<file path="src/rtl/sip_pkg.sv">
// Shared definitions for the segment intersection point block.
// Holds the status codes and default coordinate width; no dependencies.
package sip_pkg;

    localparam int COORD_BITS_DEF = 16;

    typedef enum logic [1:0] {
        ST_NONE      = 2'd0,
        ST_HIT       = 2'd1,
        ST_COLLINEAR = 2'd2
    } sip_status_t;

endpackage

</file>
<file path="src/rtl/sip_div.sv">
// Pipelined rounding divider: one quotient bit per register stage.
// Depends on sip_pkg; instantiated by segment_intersection_point.
module sip_div #(
    parameter int NUM_W = 51,
    parameter int DEN_W = 35,
    parameter int Q_W   = 16
) (
    input  logic                    clk,
    input  logic                    adv,
    input  logic signed [NUM_W-1:0] num,
    input  logic signed [DEN_W-1:0] den,
    output logic signed [Q_W-1:0]   quo
);
    import sip_pkg::*;

    localparam int M_W = NUM_W + 1;
    localparam int CW  = (M_W > DEN_W + Q_W) ? M_W : DEN_W + Q_W;

    logic [M_W-1:0]   rem_reg [0:Q_W];
    logic [DEN_W-1:0] d_reg   [0:Q_W];
    logic             neg_reg [0:Q_W];
    logic [Q_W-1:0]   q_reg   [0:Q_W];

    logic [NUM_W-1:0] num_mag;
    logic [DEN_W-1:0] den_mag;
    logic [M_W-1:0]   rem_next;

    // Magnitudes with half the divisor added, so that truncation rounds half away from zero.
    always_comb
    begin
        num_mag  = num[NUM_W-1] ? (~num + NUM_W'(1)) : num;
        den_mag  = den[DEN_W-1] ? (~den + DEN_W'(1)) : den;
        rem_next = M_W'(num_mag) + M_W'(den_mag >> 1);
    end

    always_ff @(posedge clk)
    begin
        if (adv)
        begin
            rem_reg[0] <= rem_next;
            d_reg[0]   <= den_mag;
            neg_reg[0] <= num[NUM_W-1] ^ den[DEN_W-1];
            q_reg[0]   <= '0;
        end
    end

    for (genvar k = 0; k < Q_W; k++)
    begin : g_stage
        localparam int B = Q_W - 1 - k;
        logic [CW-1:0] shd;
        logic [CW-1:0] cur;
        logic [CW-1:0] diff;
        logic          ge;

        always_comb
        begin
            shd  = CW'(d_reg[k]) << B;
            cur  = CW'(rem_reg[k]);
            ge   = (cur >= shd);
            diff = cur - shd;
        end

        always_ff @(posedge clk)
        begin
            if (adv)
            begin
                rem_reg[k+1] <= ge ? M_W'(diff) : rem_reg[k];
                d_reg[k+1]   <= d_reg[k];
                neg_reg[k+1] <= neg_reg[k];
                q_reg[k+1]   <= q_reg[k] | (Q_W'(ge) << B);
            end
        end
    end

    assign quo = neg_reg[Q_W] ? $signed(Q_W'(~q_reg[Q_W]) + Q_W'(1)) : $signed(q_reg[Q_W]);

endmodule

</file>
<file path="config.mk">
export PLATFORM = sky130hd
export DESIGN_NAME = sip_div
export DESIGN_NICKNAME = d
export VERILOG_FILES = /design/src/rtl/sip_pkg.sv /design/src/rtl/sip_div.sv
export SDC_FILE = /design/constraint.sdc
export NUM_CORES = 2
export LEC_CHECK = 0
export ABC_AREA = 1
export BUFFER_PORTS_ARGS = -buffer_cell sky130_fd_sc_hd__buf_4
export CORE_UTILIZATION = 45
export DETAILED_ROUTE_END_ITERATION = 10
export GPL_ROUTABILITY_DRIVEN = 1
export GPL_TIMING_DRIVEN = 0
export HOLD_SLACK_MARGIN = 0.06
export PLACE_DENSITY_LB_ADDON = 0.08
export SLEW_MARGIN = 20
export SYNTH_ARGS = -nofsm -noshare
export SYNTH_HDL_FRONTEND = slang
export SYNTH_SLANG_ARGS = --single-unit
</file>
<file path="constraint.sdc">
create_clock -name clk -period 5.19 [get_ports clk]
set_input_delay 0.2595 -clock clk [delete_from_list [all_inputs] [get_ports clk]]
set_output_delay 0.2595 -clock clk [all_outputs]
set_load 0.03 [all_outputs]
</file>
Yosys cells after proc, flatten, opt, wreduce, memory -nomap -nowiden

Memories as Yosys holds them, arrays and structs flattened.
Index checks and enable logic that the tools add are counted.
Widths: inputs -> output; s select.

Add/subtract/negate cells: 20
Magnitude comparators: 16
Muxes and demuxes: 21
Bitwise gates (word level): 20

Operators with widths:

| kind             | number |
|---|---|
| $mux 52          | 16 |
| $add 51x34->52   | 1 |
| $ge 52x35->1     | 1 |
| $ge 52x36->1     | 1 |
| $ge 52x37->1     | 1 |
| $ge 52x38->1     | 1 |
| $ge 52x39->1     | 1 |
| $ge 52x40->1     | 1 |
| $ge 52x41->1     | 1 |
| $ge 52x42->1     | 1 |
| $ge 52x43->1     | 1 |
| $ge 52x44->1     | 1 |
| $ge 52x45->1     | 1 |
| $ge 52x46->1     | 1 |
| $ge 52x47->1     | 1 |
| $ge 52x48->1     | 1 |
| $ge 52x49->1     | 1 |
| $ge 52x50->1     | 1 |
| $sub 52x35->52   | 1 |
| $sub 52x36->52   | 1 |
| $sub 52x37->52   | 1 |
| $sub 52x38->52   | 1 |
| $sub 52x39->52   | 1 |
| $sub 52x40->52   | 1 |
| other kinds (37) | 38 |

Register bits after elaboration: 0
Memory bits (writable): 1768
Input bits: 88
Output and inout port bits: 16
Logic and storage cells: 81
Memories kept: 4

Memory list:

| memory  | words | width | rd ports | clocked after memory_dff | write ports | RTL line      | source |
|---|---|---|---|---|---|---|---|
| rem_reg | 17    | 52    | 16       | 0                        | 17          | sip_div.sv:19 | `logic [M_W-1:0] rem_reg [0:Q_W];` |
| d_reg   | 17    | 35    | 16       | 0                        | 17          | sip_div.sv:20 | `logic [DEN_W-1:0] d_reg [0:Q_W];` |
| q_reg   | 17    | 16    | 17       | 0                        | 17          | sip_div.sv:22 | `logic [Q_W-1:0] q_reg [0:Q_W];` |
| neg_reg | 17    | 1     | 17       | 0                        | 17          | sip_div.sv:21 | `logic neg_reg [0:Q_W];` |

Depth between registers and ports, before layout

Word-level depth: 4
Mapped depth: 27
Gate-level depth less buffers: 27

Least setup slack after synthesis

OpenSTA, ideal clock, no wires.

Path type: input-to-reg
From: in num[50]
To: mem rem_reg[0][31] in the netlist's numbering, data pin
Setup time: 252 ps
Data arrival time: 3525 ps
Required time: 4938 ps
Slack: 1413 ps
Cell stages on the path: 22
Buffers on the path: 5
Cells stage by stage: buf_2 -> buf_2 -> buf_1 -> clkbuf_1 -> clkbuf_1 -> nand2_1 -> xnor2_1 -> ha_1 -> a21o_1 -> a21oi_1 -> o21ai_0 -> a21oi_1 -> inv_1 -> nand2_1 -> nand2_1 -> nand2_1 -> nand2_1 -> nand2_1 -> nand2_1 -> nand2_1 -> a21o_1 -> nand2_1

RTL lines:

| element     | RTL line      | source |
|---|---|---|
| from (decl) | sip_div.sv:10 | `input logic signed [NUM_W-1:0] num,` |
| to (decl)   | sip_div.sv:19 |  |

==> flow_summary_export.csv <==
group,metric,value,unit
power_and_ir_drop,p_leak,45.1,nW
die,dieWidth,471,um
synth,post_synth_xor_area_fraction,5.69,%
worst_setup_path,timing.reg2reg.worst_path_depth,14,
routing,first_pass_iters,6,
synth,mappedNetlistNets,12214,
sta,hold_viol_final,0,
global_routing,grt.total_usage,30.0,%
cts,cts_tree,"yes",
synth,postSynthAreaPerCell,8.59,um^2
sta,clock.fmax,211,MHz
synth,flops_latches_synth,1545,
synth,syn-instance-count,11513,
cts,clk_path_buf_depth,3,
sta,max-slew-margin-rel,18.0,%
synth,ys_types,69,
synth,yosys.area_share.simple,18.3,%
cells_and_area,fillerInstances,20869,
sta,finalSetupTns,0,ns
cts,htreeDepth,4,
cells_and_area,largest_register_ffs,832,
worst_setup_path,slowest_library_cell_on_the_worst_path,"nor4_2",
sta,tightestPinTransition,1.22,ns
worst_setup_path,timing.critical_path.max_delay_family,"simple AND/OR/NAND/NOR gates",
placement,pre_cts_ws,-0.575,ns
power_and_ir_drop,internal-power,0.0350,W
die,pin_count,104,
sta,grt_setup_unrepaired,"false",
routing,drtAntennaViolNets,0,
power_and_ir_drop,p_per_area,566,nW/um^2
synth,synth_top_cell_by_area,"edfxtp_1",
global_routing,grt_pass1_vias,78053,
placement,portBuffers,102,
cts,worstSkewPairLatency,0.84,ns
cells_and_area,postLayoutCellArea,110000,um^2
synth,synth_adder_area_share,7.87,%
synth,cell_area_after_technology_mapping,98900,um^2
min_path,whs_path_depth,5,
placement,detailed_place.area,104000,um^2
worst_setup_path,required,5.77,ns
synth,synth_edf_count,1545,
cts,clk_pin_slew_worst_paths,0.06,ns
worst_setup_path,critical_path_cell_count,14,
global_routing,overflow,0,
sta,timing.final.crit_share,91.5,%
worst_setup_path,critical_path_peak_fanout,10,
synth,ys_seq_area_share,46.9,%
cts,clk_root_buf,"clkbuf_16",
power_and_ir_drop,ir_drop,0.337,mV
synth,post-synth-top-count-cell,"nand2_1",
global_routing,global_route_wire_length_before_repair,497000,um
sta,maxSlewViolCount,0,
cts,cts_buffers,171,
power_and_ir_drop,combinational_fraction_of_design_power,46.3,%
cts,cts.sink_count,1545,
power_and_ir_drop,power.sequential.fraction,33.9,%
worst_setup_path,worst_setup_path_startpoint,"rem_reg[0][406]",
die,placement_rows,171,
synth,yosys-top-cells-count,"nand2_1, inv_1, edfxtp_1, nor2_1, a21oi_1",
die,die_height,471,um
job,drv.max_cap_violation_count,0,
die,floorplan.core_area,218000,um^2
sta,timing.final.ws_setup,0.441,ns
sta,report.final.setup_viol,0,
routing,vias_per_cell,5.52,
routing,detail_route.drc_violations,0,
power_and_ir_drop,total_switching_power,0.0272,W
sta,timing.final.crit_period,4.75,ns
cells_and_area,final_net_count,12547,
outcome,outcome,"complete, no violations",
worst_setup_path,path_class,"reg2reg",
synth,synth-main-ff-cell,"edfxtp_1",
worst_setup_path,timing.critical_path.to,"rem_reg[0][454]",
worst_setup_path,crit-reg2reg-launch,"rem_reg[0][406]",
worst_setup_path,critical_path.cell_chain,"ha_1 -> inv_1 -> nor2_1 -> inv_1 -> nor2_1 -> inv_1 -> nor4_2 -> nand4_1 -> o21ai_0 -> nor2_1 -> nand2_2 -> inv_2 -> buf_2 -> o21ai_0",
global_routing,pin_count_of_the_biggest_net_entering_global_routing,161,
worst_setup_path,slowest_delay,0.82,ns
power_and_ir_drop,p_sw_share,43.7,%
worst_setup_path,critPathBufInv,5,
synth,synth_area_in_compound_gates,13.4,%
die,design.die.area,222000,um^2
synth,post_synth_main_area_contributors,"edfxtp_1, nand2_1, ha_1",
sta,worst_clock_skew,0.0424,ns
synth,async_flop_share,0,%
worst_setup_path,kind_of_launch_point_of_the_worst_setup_path,"flop",
die,initial_standard_cell_utilization_of_the_core,45.4,%
synth,ys_warn_count,0,
routing,wire_per_inst,22.8,um
power_and_ir_drop,share_clk_of_total_power,19.7,%
cells_and_area,flow.area_growth_from_synthesis,10.9,%
synth,synth.mux.area_fraction,0,%
worst_setup_path,worst_setup_path_end_kind,"flop",
synth,main_combinational_cell_family_by_area_after_synthesis,"simple AND/OR/NAND/NOR gates",
worst_setup_path,r2r-end,"rem_reg[0][454]",
synth,synth_largest_type_area_fraction,46.9,%
global_routing,grt_antenna_before_repair,10,
routing,detailroute.via_count,81930,
min_path,hold_path.class,"in2reg",
routing,detail_route.wirelength,339000,um
placement,hpwl,282000,um
worst_setup_path,regToRegSetupSlack,0.44,ns
placement,gp_congestion,1.01,
cells_and_area,layout-drive-gt1-share,5.93,%
routing,first_iter_violations,8155,
worst_setup_path,worstPathArrival,5.33,ns
area by class of cell:
class	instances	area, um^2	share of cell area, %
diodes	9	22.5	0.0205
clock buffers	196	4370	3.98
multi-input cells	7987	44800	40.8
well taps	2854	3570	3.25
flip-flops and latches	1545	46400	42.3
repair buffers	160	1560	1.42
inverters	1855	6970	6.35
clock inverters	115	1280	1.16
plain buffers	126	774	0.706
tightest hold or removal path, cell delays in order:
cell     delay (ns)
buf_2          0.20
o21ai_4        0.12
nand3_2        0.09
nand3_1        0.08
nand2_1        0.06
logic make-up (layout without fill, tap and decap cells):
family | count (synthesis) | after routing
AND/OR/NAND/NOR | 4363 | 4363
AO/OA/AOI/OAI | 2367 | 2367
buffers and inverters | 1981 | 2452
flip-flops | 1545 | 1545
XOR/XNOR | 643 | 643
adder cells (fa/ha/maj) | 613 | 613
other | 1 | 10
worst min path at each step:
stage                        from             end
global route               den[1]     d_reg[0][3]
CTS                        den[1]     d_reg[0][3]
floorplan                  den[0]     d_reg[0][0]
global placement    neg_reg[0][5]   neg_reg[0][6]
finish                    num[50]  rem_reg[0][36]
detailed placement  neg_reg[0][4]   neg_reg[0][5]
power groups by stage:
stage / sequential, W / clock, W / combinational, W
after floorplan: 0.0195 / 0 / 0.0197
after global placement: 0.0216 / 0 / 0.0280
after detailed placement: 0.0212 / 0 / 0.0281
after CTS: 0.0210 / 0.0125 / 0.0283
after global routing: 0.0213 / 0.0130 / 0.0317
final: 0.0211 / 0.0123 / 0.0288
routing by layer:
layer  vias to the layer above  routed length, um  global-route usage, %
met1                     39086             158000                   44.0
li1                      39670                  -                      -
met4                         0              10700                   8.92
met3                       420              24300                   4.57
met2                      2754             146000                   45.5
met5                         -                  0                      0
cells in the final DEF (no fill, tap or decap), types with 38 or more instances in the layout:
master / netlist / layout
o21ai_0: 792 / 790
o21a_1: 53 / 53
ha_1: 597 / 597
nand3_1: 370 / 370
buf_2: 59 / 59
nand4_1: 121 / 121
clkbuf_16: 0 / 171
edfxtp_1: 1545 / 1545
a31oi_1: 228 / 228
nand2_1: 2183 / 2183
xnor2_1: 326 / 326
buf_4: 11 / 112
xor2_1: 317 / 317
o21ai_1: 120 / 122
nor3_1: 123 / 122
nor2_1: 1292 / 1292
inv_1: 1839 / 1839
nor4_1: 78 / 75
a21o_1: 67 / 67
o21ai_2: 57 / 57
o21bai_1: 38 / 38
a21oi_1: 850 / 850
clkbuf_1: 29 / 53
dlygate4sd3_1: 0 / 47
or2_2: 70 / 70
metrics by stage:
| stage | cells | total power (W) | hold WS (ns) | utilization, % |
|---|---|---|---|---|
| floorplan | 11513 | 0.0393 | 0.358 | - |
| global placement | 14469 | 0.0496 | 0.401 | 47.4 |
| detailed placement | 14480 | 0.0494 | 0.405 | 47.6 |
| CTS | 14838 | 0.0619 | 0.0635 | 50.4 |
| global route | 14842 | 0.0659 | 0.102 | 50.4 |
| finish | 14847 | 0.0621 | 0.120 | 50.4 |
what timing repair did:
action / in CTS / in global routing
hold endpoints to repair: 121 / 0
endpoints found under the setup margin: 0 / 4
hold buffers: 47 / 0
buffers inserted: 0 / 0
resized for setup: 0 / 3
No activity file was read; power rests on OpenSTA's default activity.
